$ cat config.mk
export PLATFORM = sky130hd
export DESIGN_NAME = gyro_bias_calibration_sequencer_top_flat
export DESIGN_NICKNAME = d
export VERILOG_FILES = /design/src/hdl/gbc_pkg.sv /design/src/hdl/gbc_if.sv /design/src/hdl/gbc_dpath.sv /design/src/hdl/gbc_ctrl.sv /design/src/hdl/gyro_bias_calibration_sequencer_top.sv /design/src/flat_wrapper.sv
export SDC_FILE = /design/constraint.sdc
export NUM_CORES = 1
export LEC_CHECK = 0
export BUFFER_PORTS_ARGS = -buffer_cell sky130_fd_sc_hd__buf_4
export CORE_MARGIN = 10
export CORE_UTILIZATION = 40
export DETAILED_ROUTE_END_ITERATION = 12
export PLACE_DENSITY = 0.63
export REMOVE_ABC_BUFFERS = 1
export SYNTH_ARGS = -nofsm -noshare
export SYNTH_HDL_FRONTEND = slang
export SYNTH_HIERARCHICAL = 1
export SYNTH_SLANG_ARGS = --single-unit
$ cat constraint.sdc
create_clock -name clk -period 6.07 [get_ports clk]
set_input_delay 0.3035 -clock clk [delete_from_list [all_inputs] [get_ports clk]]
set_output_delay 0.3035 -clock clk [all_outputs]
set_load 0.02 [all_outputs]
$ cat src/hdl/gbc_pkg.sv
// ----------------------------------------------------------------------------
// gbc_pkg
// Shared types, constants and helpers of the gyro bias calibration sequencer.
// ----------------------------------------------------------------------------
`default_nettype none

package gbc_pkg;

	localparam int GYRO_W      = 16;
	localparam int OUT_W       = GYRO_W + 1;
	localparam int TEMP_W      = 12;
	localparam int WIN_W       = 8;
	localparam int SETTLE_W    = 11;
	localparam int SCHK_W      = 10;
	localparam int PERIOD_W    = 4;
	localparam int CNT_W       = 13;
	localparam int ACC_W       = 29;
	localparam int MAG_W       = ACC_W - 1;
	localparam int DIV_STEPS   = MAG_W;
	localparam int STEP_W      = $clog2(DIV_STEPS + 1);
	localparam int CFG_IDX_W   = 3;
	localparam int CFG_DATA_W  = 13;
	localparam int MAX_CAL_SAMPLES = 4096;
	localparam logic [SETTLE_W-1:0] SETTLE_MAX = '1;

	localparam logic [1:0] PH_WARMUP = 2'd0;
	localparam logic [1:0] PH_CAL    = 2'd1;
	localparam logic [1:0] PH_RUN    = 2'd2;

	localparam logic [CFG_IDX_W-1:0] CFG_TARGET_TEMP   = 3'd0;
	localparam logic [CFG_IDX_W-1:0] CFG_TEMP_WINDOW   = 3'd1;
	localparam logic [CFG_IDX_W-1:0] CFG_SETTLE_CHECKS = 3'd2;
	localparam logic [CFG_IDX_W-1:0] CFG_CHECK_PERIOD  = 3'd3;
	localparam logic [CFG_IDX_W-1:0] CFG_CAL_SAMPLES   = 3'd4;
	localparam logic [CFG_IDX_W-1:0] CFG_QUICK_START   = 3'd5;

	typedef struct packed {
		logic             accept;
		logic             acc_add;
		logic             acc_clear;
		logic             div_start;
		logic             subtract;
		logic [1:0]       phase;
		logic [CNT_W-1:0] divisor;
	} gbc_cmd_t;

	typedef struct packed {
		logic out_free;
		logic div_done;
	} gbc_stat_t;

	// effective sample count: zero means one, clamped to the maximum
	function automatic logic [CNT_W-1:0] eff_samples(input logic [CNT_W-1:0] cal);
		logic [CNT_W-1:0] res;
		res = cal;
		if (cal == '0)
			res = CNT_W'(1);
		else if (cal > CNT_W'(MAX_CAL_SAMPLES))
			res = CNT_W'(MAX_CAL_SAMPLES);
		return res;
	endfunction

endpackage

`default_nettype wire

$ cat src/hdl/gbc_if.sv
// ----------------------------------------------------------------------------
// gbc_if
// Valid/ready channels for IMU samples and calibrated rate results.
// ----------------------------------------------------------------------------
`default_nettype none

interface gbc_sample_if import gbc_pkg::*; ();
	logic                     valid;
	logic                     ready;
	logic signed [GYRO_W-1:0] gyro_x;
	logic signed [GYRO_W-1:0] gyro_y;
	logic signed [GYRO_W-1:0] gyro_z;
	logic signed [TEMP_W-1:0] temperature;

	modport source (output valid, gyro_x, gyro_y, gyro_z, temperature, input ready);
	modport sink (input valid, gyro_x, gyro_y, gyro_z, temperature, output ready);
endinterface

interface gbc_result_if import gbc_pkg::*; ();
	logic                    valid;
	logic                    ready;
	logic signed [OUT_W-1:0] rate_x;
	logic signed [OUT_W-1:0] rate_y;
	logic signed [OUT_W-1:0] rate_z;
	logic [1:0]              phase;

	modport source (output valid, rate_x, rate_y, rate_z, phase, input ready);
	modport sink (input valid, rate_x, rate_y, rate_z, phase, output ready);
endinterface

`default_nettype wire

$ cat src/hdl/gbc_dpath.sv
// ----------------------------------------------------------------------------
// gbc_dpath
// Bias accumulators, shared-step bias divider and the result register.
// ----------------------------------------------------------------------------
`default_nettype none

module gbc_dpath import gbc_pkg::*; (
	input  wire logic                     clk,
	input  wire logic                     arst_n,
	input  wire gbc_cmd_t                 cmd,
	output gbc_stat_t                     stat,
	input  wire logic signed [GYRO_W-1:0] gyro_x,
	input  wire logic signed [GYRO_W-1:0] gyro_y,
	input  wire logic signed [GYRO_W-1:0] gyro_z,
	gbc_result_if.source                  result
);

	logic signed [ACC_W-1:0] accum_q [3];
	logic signed [ACC_W-1:0] acc_sum [3];
	logic [GYRO_W-1:0]       gyro [3];
	logic [MAG_W-1:0]        dvd_q [3];
	logic [CNT_W-1:0]        rem_q [3];
	logic                    neg_q [3];
	logic [MAG_W-1:0]        dvd_nx [3];
	logic [CNT_W-1:0]        rem_nx [3];
	logic [CNT_W-1:0]        divisor_q;
	logic [STEP_W-1:0]       step_q;
	logic                    busy_q;
	logic                    out_valid_q;
	logic [OUT_W-1:0]        rate_q [3];
	logic [1:0]              phase_q;

	assign gyro[0] = gyro_x;
	assign gyro[1] = gyro_y;
	assign gyro[2] = gyro_z;

	assign stat.out_free = !out_valid_q || result.ready;
	assign stat.div_done = busy_q && (step_q == STEP_W'(1));

	// running sums including the current sample
	always_comb begin
		for (int i = 0; i < 3; i++)
			acc_sum[i] = accum_q[i] + {{(ACC_W-GYRO_W){gyro[i][GYRO_W-1]}}, gyro[i]};
	end

	// one restoring division step per lane
	always_comb begin
		for (int i = 0; i < 3; i++) begin
			logic [CNT_W:0]   part;
			logic [CNT_W+1:0] diff;
			part = {rem_q[i], dvd_q[i][MAG_W-1]};
			diff = {1'b0, part} - {2'b00, divisor_q};
			if (!diff[CNT_W+1]) begin
				rem_nx[i] = diff[CNT_W-1:0];
				dvd_nx[i] = {dvd_q[i][MAG_W-2:0], 1'b1};
			end else begin
				rem_nx[i] = part[CNT_W-1:0];
				dvd_nx[i] = {dvd_q[i][MAG_W-2:0], 1'b0};
			end
		end
	end

	always_ff @(posedge clk or negedge arst_n) begin
		if (!arst_n) begin
			for (int i = 0; i < 3; i++)
				accum_q[i] <= '0;
			busy_q <= 1'b0;
			step_q <= '0;
		end else begin
			if (cmd.acc_clear) begin
				for (int i = 0; i < 3; i++)
					accum_q[i] <= '0;
			end else if (cmd.acc_add) begin
				for (int i = 0; i < 3; i++)
					accum_q[i] <= acc_sum[i];
			end else if (busy_q && step_q == STEP_W'(1)) begin
				for (int i = 0; i < 3; i++)
					accum_q[i] <= neg_q[i] ? -$signed({1'b0, dvd_nx[i]})
						: $signed({1'b0, dvd_nx[i]});
			end
			if (cmd.div_start) begin
				busy_q <= 1'b1;
				step_q <= STEP_W'(DIV_STEPS);
			end else if (busy_q) begin
				step_q <= step_q - STEP_W'(1);
				if (step_q == STEP_W'(1))
					busy_q <= 1'b0;
			end
		end
	end

	// divider lanes, no reset needed
	always_ff @(posedge clk) begin
		if (cmd.div_start) begin
			divisor_q <= cmd.divisor;
			for (int i = 0; i < 3; i++) begin
				logic [ACC_W-1:0] src;
				logic [ACC_W-1:0] mag;
				src = cmd.acc_add ? acc_sum[i] : accum_q[i];
				mag = src[ACC_W-1] ? ACC_W'(-src) : src;
				neg_q[i] <= src[ACC_W-1];
				dvd_q[i] <= mag[MAG_W-1:0];
				rem_q[i] <= '0;
			end
		end else if (busy_q) begin
			for (int i = 0; i < 3; i++) begin
				dvd_q[i] <= dvd_nx[i];
				rem_q[i] <= rem_nx[i];
			end
		end
	end

	always_ff @(posedge clk or negedge arst_n) begin
		if (!arst_n)
			out_valid_q <= 1'b0;
		else if (cmd.accept)
			out_valid_q <= 1'b1;
		else if (result.ready)
			out_valid_q <= 1'b0;
	end

	always_ff @(posedge clk) begin
		if (cmd.accept) begin
			phase_q <= cmd.phase;
			for (int i = 0; i < 3; i++) begin
				logic [OUT_W-1:0] g_ext;
				g_ext = {gyro[i][GYRO_W-1], gyro[i]};
				rate_q[i] <= cmd.subtract ? g_ext - accum_q[i][OUT_W-1:0] : g_ext;
			end
		end
	end

	assign result.valid  = out_valid_q;
	assign result.rate_x = rate_q[0];
	assign result.rate_y = rate_q[1];
	assign result.rate_z = rate_q[2];
	assign result.phase  = phase_q;

endmodule

`default_nettype wire

$ cat src/hdl/gbc_ctrl.sv
// ----------------------------------------------------------------------------
// gbc_ctrl
// Configuration registers, phase sequencing and warm-up temperature checks.
// ----------------------------------------------------------------------------
`default_nettype none

module gbc_ctrl import gbc_pkg::*; (
	input  wire logic                     clk,
	input  wire logic                     arst_n,
	input  wire logic                     cfg_we,
	input  wire logic [CFG_IDX_W-1:0]     cfg_index,
	input  wire logic [CFG_DATA_W-1:0]    cfg_wdata,
	input  wire logic                     in_valid,
	input  wire logic signed [TEMP_W-1:0] temperature,
	output logic                          in_ready,
	output gbc_cmd_t                      cmd,
	input  wire gbc_stat_t                stat
);

	typedef enum logic [1:0] {
		ST_ACTIVE = 2'b01,
		ST_DIVIDE = 2'b10
	} state_t;

	state_t                    state_q, state_nx;
	logic signed [TEMP_W-1:0]  target_temp_q;
	logic [WIN_W-1:0]          temp_window_q;
	logic [SCHK_W-1:0]         settle_checks_q;
	logic [PERIOD_W-1:0]       check_period_q;
	logic [CNT_W-1:0]          cal_samples_q;
	logic                      quick_start_q;

	logic [1:0]                phase_q, phase_nx;
	logic [PERIOD_W-1:0]       tick_q, tick_nx;
	logic [SETTLE_W-1:0]       settle_q, settle_nx;
	logic [CNT_W-1:0]          count_q, count_nx;

	logic [PERIOD_W-1:0]       period;
	logic signed [TEMP_W:0]    err;
	logic [TEMP_W:0]           err_abs;
	logic                      in_window;
	logic                      accept;

	always_ff @(posedge clk or negedge arst_n) begin
		if (!arst_n) begin
			target_temp_q   <= TEMP_W'(320);
			temp_window_q   <= WIN_W'(4);
			settle_checks_q <= SCHK_W'(300);
			check_period_q  <= PERIOD_W'(10);
			cal_samples_q   <= CNT_W'(1000);
			quick_start_q   <= 1'b0;
		end else if (cfg_we) begin
			case (cfg_index)
				CFG_TARGET_TEMP:   target_temp_q   <= cfg_wdata[TEMP_W-1:0];
				CFG_TEMP_WINDOW:   temp_window_q   <= cfg_wdata[WIN_W-1:0];
				CFG_SETTLE_CHECKS: settle_checks_q <= cfg_wdata[SCHK_W-1:0];
				CFG_CHECK_PERIOD:  check_period_q  <= cfg_wdata[PERIOD_W-1:0];
				CFG_CAL_SAMPLES:   cal_samples_q   <= cfg_wdata[CNT_W-1:0];
				CFG_QUICK_START:   quick_start_q   <= cfg_wdata[0];
				default: ;
			endcase
		end
	end

	assign in_ready  = (state_q == ST_ACTIVE) && stat.out_free;
	assign accept    = in_valid && in_ready;
	assign period    = (check_period_q == '0) ? PERIOD_W'(1) : check_period_q;
	assign err       = {temperature[TEMP_W-1], temperature}
		- {target_temp_q[TEMP_W-1], target_temp_q};
	assign err_abs   = err[TEMP_W] ? (TEMP_W+1)'(1) + ~err : err;
	assign in_window = quick_start_q
		|| (err_abs < {{(TEMP_W+1-WIN_W){1'b0}}, temp_window_q});

	always_comb begin
		cmd           = '0;
		cmd.accept    = accept;
		cmd.phase     = phase_q;
		cmd.subtract  = (phase_q == PH_RUN);
		cmd.divisor   = eff_samples(cal_samples_q);
		state_nx      = state_q;
		phase_nx      = phase_q;
		tick_nx       = tick_q;
		settle_nx     = settle_q;
		count_nx      = count_q;
		case (state_q)
			ST_ACTIVE: begin
				if (accept) begin
					if (phase_q == PH_CAL) begin
						if (quick_start_q) begin
							cmd.acc_clear = 1'b1;
							phase_nx      = PH_RUN;
						end else begin
							cmd.acc_add = 1'b1;
							count_nx    = count_q + CNT_W'(1);
							if (count_nx >= cmd.divisor) begin
								cmd.div_start = 1'b1;
								phase_nx      = PH_RUN;
								state_nx      = ST_DIVIDE;
							end
						end
					end
					if (tick_q == '0 && phase_q == PH_WARMUP && in_window) begin
						if (settle_q != SETTLE_MAX)
							settle_nx = settle_q + SETTLE_W'(1);
						if (settle_nx > {1'b0, settle_checks_q})
							phase_nx = PH_CAL;
					end
					if ({1'b0, tick_q} + (PERIOD_W+1)'(1) >= {1'b0, period})
						tick_nx = '0;
					else
						tick_nx = tick_q + PERIOD_W'(1);
				end
			end
			ST_DIVIDE: begin
				if (stat.div_done)
					state_nx = ST_ACTIVE;
			end
			default: state_nx = ST_ACTIVE;
		endcase
	end

	always_ff @(posedge clk or negedge arst_n) begin
		if (!arst_n) begin
			state_q  <= ST_ACTIVE;
			phase_q  <= PH_WARMUP;
			tick_q   <= '0;
			settle_q <= '0;
			count_q  <= '0;
		end else begin
			state_q  <= state_nx;
			phase_q  <= phase_nx;
			tick_q   <= tick_nx;
			settle_q <= settle_nx;
			count_q  <= count_nx;
		end
	end

	a_no_accept_divide: assert property (@(posedge clk) disable iff (!arst_n)
		state_q == ST_DIVIDE |-> !in_ready)
		else $error("transaction accepted during bias division");

	a_div_enters_run: assert property (@(posedge clk) disable iff (!arst_n)
		cmd.div_start |=> state_q == ST_DIVIDE && phase_q == PH_RUN)
		else $error("division start without run phase");

	a_count_only_cal: assert property (@(posedge clk) disable iff (!arst_n)
		!(accept && phase_q == PH_CAL) |=> $stable(count_q))
		else $error("sample count moved outside calibration");

	a_settle_only_warmup: assert property (@(posedge clk) disable iff (!arst_n)
		phase_q != PH_WARMUP |=> $stable(settle_q))
		else $error("settle count moved outside warm-up");

endmodule

`default_nettype wire

$ cat src/hdl/gyro_bias_calibration_sequencer_top.sv
// ----------------------------------------------------------------------------
// gyro_bias_calibration_sequencer_top
// Gyro zero-rate bias calibration: warm-up, calibration and run phases.
// ----------------------------------------------------------------------------
// usage:
//   sample: one IMU transaction per tick (three gyro axes, temperature)
//   result: one transaction per sample with the rates and the phase in use
//   cfg_we/cfg_index/cfg_wdata: register writes, only while the block is idle
// timing: the result is registered and appears in the cycle after its sample is accepted
// throughput: one sample per cycle while the result path is free; the sample that
//   completes calibration is followed by a pause while the shared-step divider
//   turns the three sums into biases, one quotient bit per axis per cycle
// reset: phase returns to warm-up, counters and sums clear, registers take
//   their defaults (40 degrees, 0.5 degree window, 300 checks, period 10,
//   1000 samples, quick start off)
// stall: the result register holds while result.ready is low; a new sample
//   is taken in the cycle the held result is taken, none while it waits
// ----------------------------------------------------------------------------
`default_nettype none

module gyro_bias_calibration_sequencer_top import gbc_pkg::*; (
	input  wire logic                  clk,
	input  wire logic                  arst_n,
	input  wire logic                  cfg_we,
	input  wire logic [CFG_IDX_W-1:0]  cfg_index,
	input  wire logic [CFG_DATA_W-1:0] cfg_wdata,
	gbc_sample_if.sink                 sample,
	gbc_result_if.source               result
);

	gbc_cmd_t  cmd;
	gbc_stat_t stat;
	logic      in_ready;

	assign sample.ready = in_ready;

	gbc_ctrl u_ctrl (
		.clk         (clk),
		.arst_n      (arst_n),
		.cfg_we      (cfg_we),
		.cfg_index   (cfg_index),
		.cfg_wdata   (cfg_wdata),
		.in_valid    (sample.valid),
		.temperature (sample.temperature),
		.in_ready    (in_ready),
		.cmd         (cmd),
		.stat        (stat)
	);

	gbc_dpath u_dpath (
		.clk    (clk),
		.arst_n (arst_n),
		.cmd    (cmd),
		.stat   (stat),
		.gyro_x (sample.gyro_x),
		.gyro_y (sample.gyro_y),
		.gyro_z (sample.gyro_z),
		.result (result)
	);

endmodule

`default_nettype wire
$ cat src/flat_wrapper.sv
// flat-port wrapper written by rule: the top's interface ports become plain ports
module gyro_bias_calibration_sequencer_top_flat import gbc_pkg::*;
  (clk, arst_n, cfg_we, cfg_index, cfg_wdata, sample_valid, sample_gyro_x, sample_gyro_y, sample_gyro_z, sample_temperature, sample_ready, result_valid, result_rate_x, result_rate_y, result_rate_z, result_phase, result_ready);
  gbc_sample_if sample_i ();
  gbc_result_if result_i ();
  input  wire logic clk;
  input  wire logic arst_n;
  input  wire logic cfg_we;
  input  wire logic [CFG_IDX_W-1:0] cfg_index;
  input  wire logic [CFG_DATA_W-1:0] cfg_wdata;
  input wire logic [$bits(sample_i.valid)-1:0] sample_valid;
  input wire logic [$bits(sample_i.gyro_x)-1:0] sample_gyro_x;
  input wire logic [$bits(sample_i.gyro_y)-1:0] sample_gyro_y;
  input wire logic [$bits(sample_i.gyro_z)-1:0] sample_gyro_z;
  input wire logic [$bits(sample_i.temperature)-1:0] sample_temperature;
  output wire logic [$bits(sample_i.ready)-1:0] sample_ready;
  output wire logic [$bits(result_i.valid)-1:0] result_valid;
  output wire logic [$bits(result_i.rate_x)-1:0] result_rate_x;
  output wire logic [$bits(result_i.rate_y)-1:0] result_rate_y;
  output wire logic [$bits(result_i.rate_z)-1:0] result_rate_z;
  output wire logic [$bits(result_i.phase)-1:0] result_phase;
  input wire logic [$bits(result_i.ready)-1:0] result_ready;
  assign sample_i.valid = sample_valid;
  assign sample_i.gyro_x = sample_gyro_x;
  assign sample_i.gyro_y = sample_gyro_y;
  assign sample_i.gyro_z = sample_gyro_z;
  assign sample_i.temperature = sample_temperature;
  assign sample_ready = sample_i.ready;
  assign result_valid = result_i.valid;
  assign result_rate_x = result_i.rate_x;
  assign result_rate_y = result_i.rate_y;
  assign result_rate_z = result_i.rate_z;
  assign result_phase = result_i.phase;
  assign result_i.ready = result_ready;
  gyro_bias_calibration_sequencer_top u_core (.clk(clk), .arst_n(arst_n), .cfg_we(cfg_we), .cfg_index(cfg_index), .cfg_wdata(cfg_wdata), .sample(sample_i), .result(result_i));
endmodule
# Yosys cells after proc, flatten, opt, wreduce, memory -nomap -nowiden

Memory sizes are Yosys's and may differ from the RTL's.
Index checks and enable logic that the tools add are counted.

Word-level logic and storage cells: 168
Memories: 4
Bits in writable memories: 177
Bits in registers: 189
Output and inout port bits: 55
Input bits: 81

Memory list:

| memory                | depth | width | rd ports | clocked after memory_dff | write ports | RTL line        | source |
|---|---|---|---|---|---|---|---|
| u_core.u_dpath.dvd_q  | 3     | 28    | 3        | 0                        | 3           | gbc_dpath.sv:21 | `logic [MAG_W-1:0] dvd_q [3];` |
| u_core.u_dpath.rate_q | 3     | 17    | 3        | 0                        | 3           | gbc_dpath.sv:30 | `logic [OUT_W-1:0] rate_q [3];` |
| u_core.u_dpath.rem_q  | 3     | 13    | 3        | 0                        | 3           | gbc_dpath.sv:22 | `logic [CNT_W-1:0] rem_q [3];` |
| u_core.u_dpath.neg_q  | 3     | 1     | 3        | 0                        | 3           | gbc_dpath.sv:23 | `logic neg_q [3];` |

Order comparisons: 5
Equality and inequality tests: 16
Bitwise gates (word level): 8
Add/subtract/negate cells: 22
Reductions and logical operators: 26
Muxes and demuxes: 68

Operators with widths:

| cell                                                            | count |
|---|---|
| 87-bit 2-to-1 mux                                               | 3 |
| 29-bit 2-to-1 mux                                               | 6 |
| 28-bit 2-to-1 mux                                               | 6 |
| 13-bit 2-to-1 mux                                               | 9 |
| 29-bit adder                                                    | 3 |
| 28-bit negator with 29-bit output                               | 3 |
| 28-bit negator                                                  | 3 |
| 17-bit 2-to-1 mux                                               | 3 |
| 17-bit subtractor                                               | 3 |
| 14-bit by 13-bit subtractor with 15-bit output                  | 3 |
| 11-bit 2-to-1 mux                                               | 4 |
| 2-bit 2-to-1 mux                                                | 10 |
| 1-bit 2-to-1 mux                                                | 19 |
| 2-bit AND reduction                                             | 7 |
| 13-bit by 1-bit adder with 13-bit output, second input constant | 1 |
| 2-bit by 13-bit adder with 13-bit output, first input constant  | 1 |
| 13-bit >= comparator                                            | 1 |
| 13-bit > comparator, second input constant                      | 1 |
| 13-bit logical NOT                                              | 1 |
| 13-bit by 8-bit less-than comparator with 1-bit output          | 1 |
| 13-bit inverter                                                 | 1 |
| 12-bit by 12-bit subtractor with 13-bit output                  | 1 |
| 11-bit by 1-bit adder with 11-bit output, second input constant | 1 |
| 11-bit by 10-bit > comparator with 1-bit output                 | 1 |
| other kinds (30)                                                | 53 |

# Logic depth before layout (Yosys ltp)

Depth after elaboration: 13
Depth in mapped cells: 26
Mapped depth without buffers: 22

# Modules after synthesis

The synthesis kept the hierarchy.

By module, submodules not included:

| module    | area each (sq um) | cells each | times used | sequential area each (sq um) |
|---|---|---|---|---|
| gbc_dpath | 25,614.6          | 3,032      | 1          | 8,117.8 |
| gbc_ctrl  | 5,418.9           | 570        | 1          | 2,021.9 |

# Worst setup path before layout

Ideal clock, no wire load.

Path type: reg-to-reg
Start point: reg u_core.u_dpath.out_valid_q, in the netlist u_core/u_dpath/result.valid
End point: mem u_core/u_dpath/dvd_q[0][54] in the netlist's numbering (data pin)
Arrival time: 5,128 ps
Cell stages (with the launch flop): 27
Required time: 5,800 ps
Path slack: 672 ps
Clock period less this slack: 5,398 ps
Path buffers: 9
Library setup time: 270 ps
Cell sequence: dfrtp_1 > nand2b_1 > nand4b_1 > nor2_1 > nand2_1 > or2_2 > clkbuf_1 > inv_1 > clkbuf_1 > clkbuf_1 > inv_2 > buf_1 > buf_1 > clkbuf_1 > clkbuf_1 > clkbuf_1 > clkbuf_1 > a21boi_0 > ha_1 > nand2_1 > nor3_1 > nand4_1 > nor2_1 > nand4_1 > o21ai_0 > xor2_1 > a21oi_1

RTL lines:

| element                | RTL line         | source |
|---|---|---|
| from (decl)            | gbc_dpath.sv:29  | `logic out_valid_q;` |
| from (signal assigned) | gbc_dpath.sv:115 | `out_valid_q <= 1'b0;` |
| from (signal assigned) | gbc_dpath.sv:117 | `out_valid_q <= 1'b1;` |
| from (signal assigned) | gbc_dpath.sv:119 | `out_valid_q <= 1'b0;` |
| to (decl)              | gbc_dpath.sv:21  |  |

==> impl_results.md <==
* Run status: finished, final reports clean
* Synth Area in Adders at 0.0992
* Largest family of logic cells by synthesized area: compound AO/OA/AOI/OAI gates
* Async set-reset flop share out of synthesis at 0.475
* Post-CTS Setup Bufs at 0
* Hold Crit Start: sample_gyro_z[5]
* Slew HR at 0.238
* Pin count of the biggest net entering global routing at 87
* R2r setup slk at 1000 ps
* Cells after Synth at 3602
* Sequential share of the synthesized area at 0.327
* Met2 Track Usage GR at 0.302
* Worst-margin pin slew at 1140 ps
* Busiest layer in global routing: met2
* Routed Antenna Nets at 0
* Register share of total power at 0.263
* Number of top-level pins at 136
* Final TNS setup at 0 ps
* Post-route clock period utilization at 0.834
* DRC errors left at 0
* YS warnings at 6
* CTS resizes at 0
* Fillers at 7568
* Total gr overflow at 0
* RSZ-0062 raised after global routing: no
* First drt pass iteration count at 5
* Crit path kind: register to register
* CTS clk-pin slew, worst paths at 60 ps
* Placed instance area at 33100 um2
* DR WL/cell at 17.9 um
* Cell taking the most area after synthesis: edfxtp_1
* First-pass GRT wire length at 138 mm
* Fin area at 34900 um2
* Final setup violation count at 0
* Vias/cell at 5.58
* Synth Area in Compound Gates at 0.220
* Critical Path RT at 6500 ps
* Worst r2r src: u_core/u_dpath/dvd_q[0][27]
* Synth Register Bits at 366
* Slowest CP cell: or4_1
* Critical Path AT at 5500 ps
* Site Rows at 102
* HP Class: input pin to register
* Critical path fanouts, max at 5
* Fin. Hold Viols at 0
* Leak at 14.4 nW
* Cell chain of the critical path: inv_1 > ha_1 > fa_1 > nor2b_1 > o21ai_0 > a21boi_0 > o21ai_0 > a21oi_1 > a41o_1 > o21a_1 > inv_1 > ha_1 > nand2_1 > or2_1 > or3_1 > or4_1 > or4_1 > o31ai_1 > xor2_1 > a211oi_1 > a31oi_1 > nor2_1
* Pwr Density at 441 nW/um2
* Initial DRC count at 1868
* Die width at 299 um
* Fin. max-slew vios at 0
* Comb pwr share at 0.543
* Clock power frac at 0.194
* Synth cell types at 124
* Largest stage delay on the critical path at 550 ps
* Post-layout nets at 3994
* Clock root cell: clkbuf_16
* Worst Reg2Reg Path Length in Cells at 22
* ANT cells at 0
* TritonCTS clock tree: built
* Met1 GRT Util at 0.251
* Sink Count at 366
* Number of synthesized flops with an enable pin at 192
* H-tree depth at 2
* GPL Wtd Cong at 0.885
* Total design power at 15.4 mW
* Post-Synth Simple-Gate Area at 0.181
* RR Endpoint: u_core/u_dpath/accum_q[82]
* Initial antenna violation count at 1
* Clock Latency Late Sink at 600 ps
* Worst hold stages at 3
* Most frequent cells in the layout: nand2_1 (348), nor2_1 (348), a21oi_1 (283), ha_1 (230), inv_1 (214)
* Syn Area/Cell at 8.62 um2
* Max Cap Violations at 0
* Area delta synth->final at 12.4%
* Met3 Use GR at 0.0290
* Critical Path Start Type: register
* Sw frac at 0.424
* Multiplexer share of the synthesized area at 0.0364
* Synth Cell Area at 31000 um2
* Max Clock Skew at 36.3 ps
* Die ar. at 89100 um2
* NetSw at 6.52 mW
* Final Routed Wirelength at 85.2 mm
* Synth area leaders: edfxtp_1 (19%), dfrtp_1 (13%), ha_1 (9.3%), xnor2_1 (4.9%), a21oi_1 (4.6%)
* Routed vias at 26500
* Clock buffer count from CTS at 47
* Port bufs at 135
* Min cycle time layout at 5070 ps
* Layout cells sized above 1 at 0.118
* F_max at 197 MHz
* Post-Synth XOR/XNOR Area at 0.0874
* CTS Buffer Depth at 3
* Vias in the first global route at 25400
* Initial Utilization at 0.402
* Pint at 8.87 mW
* Hold EP: u_core/u_dpath/rate_q[0][39]
* Ys flop type: edfxtp_1
* Gr usage total at 0.185
* Hpwl dp at 62.5 mm
* Core ar. at 77200 um2
* Die height at 299 um
* Peak supply drop at 0.223 mV
* Post-synth top area share at 0.186
* Setup crit end kind: register
timing repair:
action,CTS,global route
hold buffers,17,0
setup endpoints to repair,0,0
hold endpoints to repair,99,0
cell families (layout without fill, tap and decap cells):
kind of cell               after synthesis  after routing
xor gates and xnor gates               308            308
AOI/OAI and AO/OA                     1025           1025
and+or+nand+nor                       1170           1170
buffers and inverters                  391            501
adders and majority gates              240            240
muxes                                  102            102
DFF                                    366            366
flip-flops by register name (all words and copies together) (netlist names), 3 cells and up:
name	count
u_core/u_dpath/accum_q	87
u_core/u_dpath/dvd_q	84
u_core/u_dpath/rate_q	51
u_core/u_dpath/rem_q	39
u_core/u_ctrl/cal_samples_q	13
u_core/u_ctrl/count_q	13
u_core/u_dpath/divisor_q	13
u_core/u_ctrl/target_temp_q	12
u_core/u_ctrl/settle_q	11
u_core/u_ctrl/settle_checks_q	10
u_core/u_ctrl/temp_window_q	8
u_core/u_dpath/step_q	5
u_core/u_ctrl/check_period_q	4
u_core/u_ctrl/tick_q	4
u_core/u_dpath/neg_q	3
routing by layer:
metal,wire (um),vias to the layer above,share of wire
met4,1890,0,0.022
met1,39900,12600,0.47
met2,38700,614,0.45
met5,0,-,0
met3,4690,117,0.055
li1,-,13200,-
power groups by stage:
stage / Sequential, mW / Clock (mW) / Combinational [mW]
after floorplan: 4.12 / 0 / 6.15
after global placement: 4.07 / 0 / 8.15
after detailed placement: 4.08 / 0 / 8.24
after CTS: 4.04 / 3.06 / 8.31
after global routing: 4.12 / 3.15 / 9.34
final: 4.04 / 2.99 / 8.36
stage by stage:
step	cells	hold WS [ps]	util	setup slack [ps]
final	4752	28.3	0.452	1000
after global routing	4752	23.3	0.452	612
after CTS	4752	0.498	0.452	1030
after detailed placement	4647	361	0.428	1070
after global placement	4647	355	0.428	1170
after floorplan	3432	7.91	-	-2800
how the worst max path moves through the flow:
stage / from / slack [ps] / to / cells past startpoint
floorplan: u_core/u_dpath/result.valid / -2800 / u_core/u_dpath/dvd_q[0][54] / 17
global placement: u_core/u_dpath/dvd_q[0][27] / 1170 / u_core/u_dpath/accum_q[82] / 22
detailed placement: u_core/u_dpath/dvd_q[0][27] / 1070 / u_core/u_dpath/accum_q[82] / 22
CTS: u_core/u_dpath/dvd_q[0][27] / 1030 / u_core/u_dpath/accum_q[82] / 22
global route: u_core/u_dpath/dvd_q[0][27] / 610 / u_core/u_dpath/accum_q[82] / 22
finish: u_core/u_dpath/dvd_q[0][27] / 1000 / u_core/u_dpath/accum_q[82] / 22
worst max-delay path, delay by kind of cell, from the launching register on:
| family | cells | cell delay, ps |
|---|---|---|
| and+or+nand+nor | 7 | 1830 |
| AOI/OAI and AO/OA | 9 | 1820 |
| adders and majority gates | 3 | 560 |
| DFF | 1 | 380 |
| xor gates and xnor gates | 1 | 200 |
| buffers and inverters | 2 | 140 |
cell usage after synthesis (all sizes together), types with 13 or more instances:
library cell and count:
a211o 17, a211oi 51, a21boi 41, a21o 44, a21oi 289, a31oi 50
and2 18, and3 27, buf 45, clkbuf 125, dfrtp 158, dfstp 16
edfxtp 192, ha 230, inv 219, mux2 71, mux2i 31, nand2 350
nand2b 56, nand3 57, nand4 24, nor2 354, nor2b 54, nor3 68
nor4 17, o211ai 37, o21a 25, o21ai 234, o21bai 15, o22ai 13
o31ai 60, o41ai 19, or2 23, or3 55, or4 19, xnor2 175
xor2 133
area by class of cell:
type / instances / area [um2] / area share
clock buffers: 58 / 1260 / 0.0361
clock inverters: 30 / 380 / 0.0109
inverters: 221 / 837 / 0.0240
multi-input cells: 2845 / 19400 / 0.557
flip-flops and latches: 366 / 10100 / 0.291
well taps: 1040 / 1300 / 0.0373
repair buffers: 192 / 1540 / 0.0441
Power figures use the tool's default switching activity.
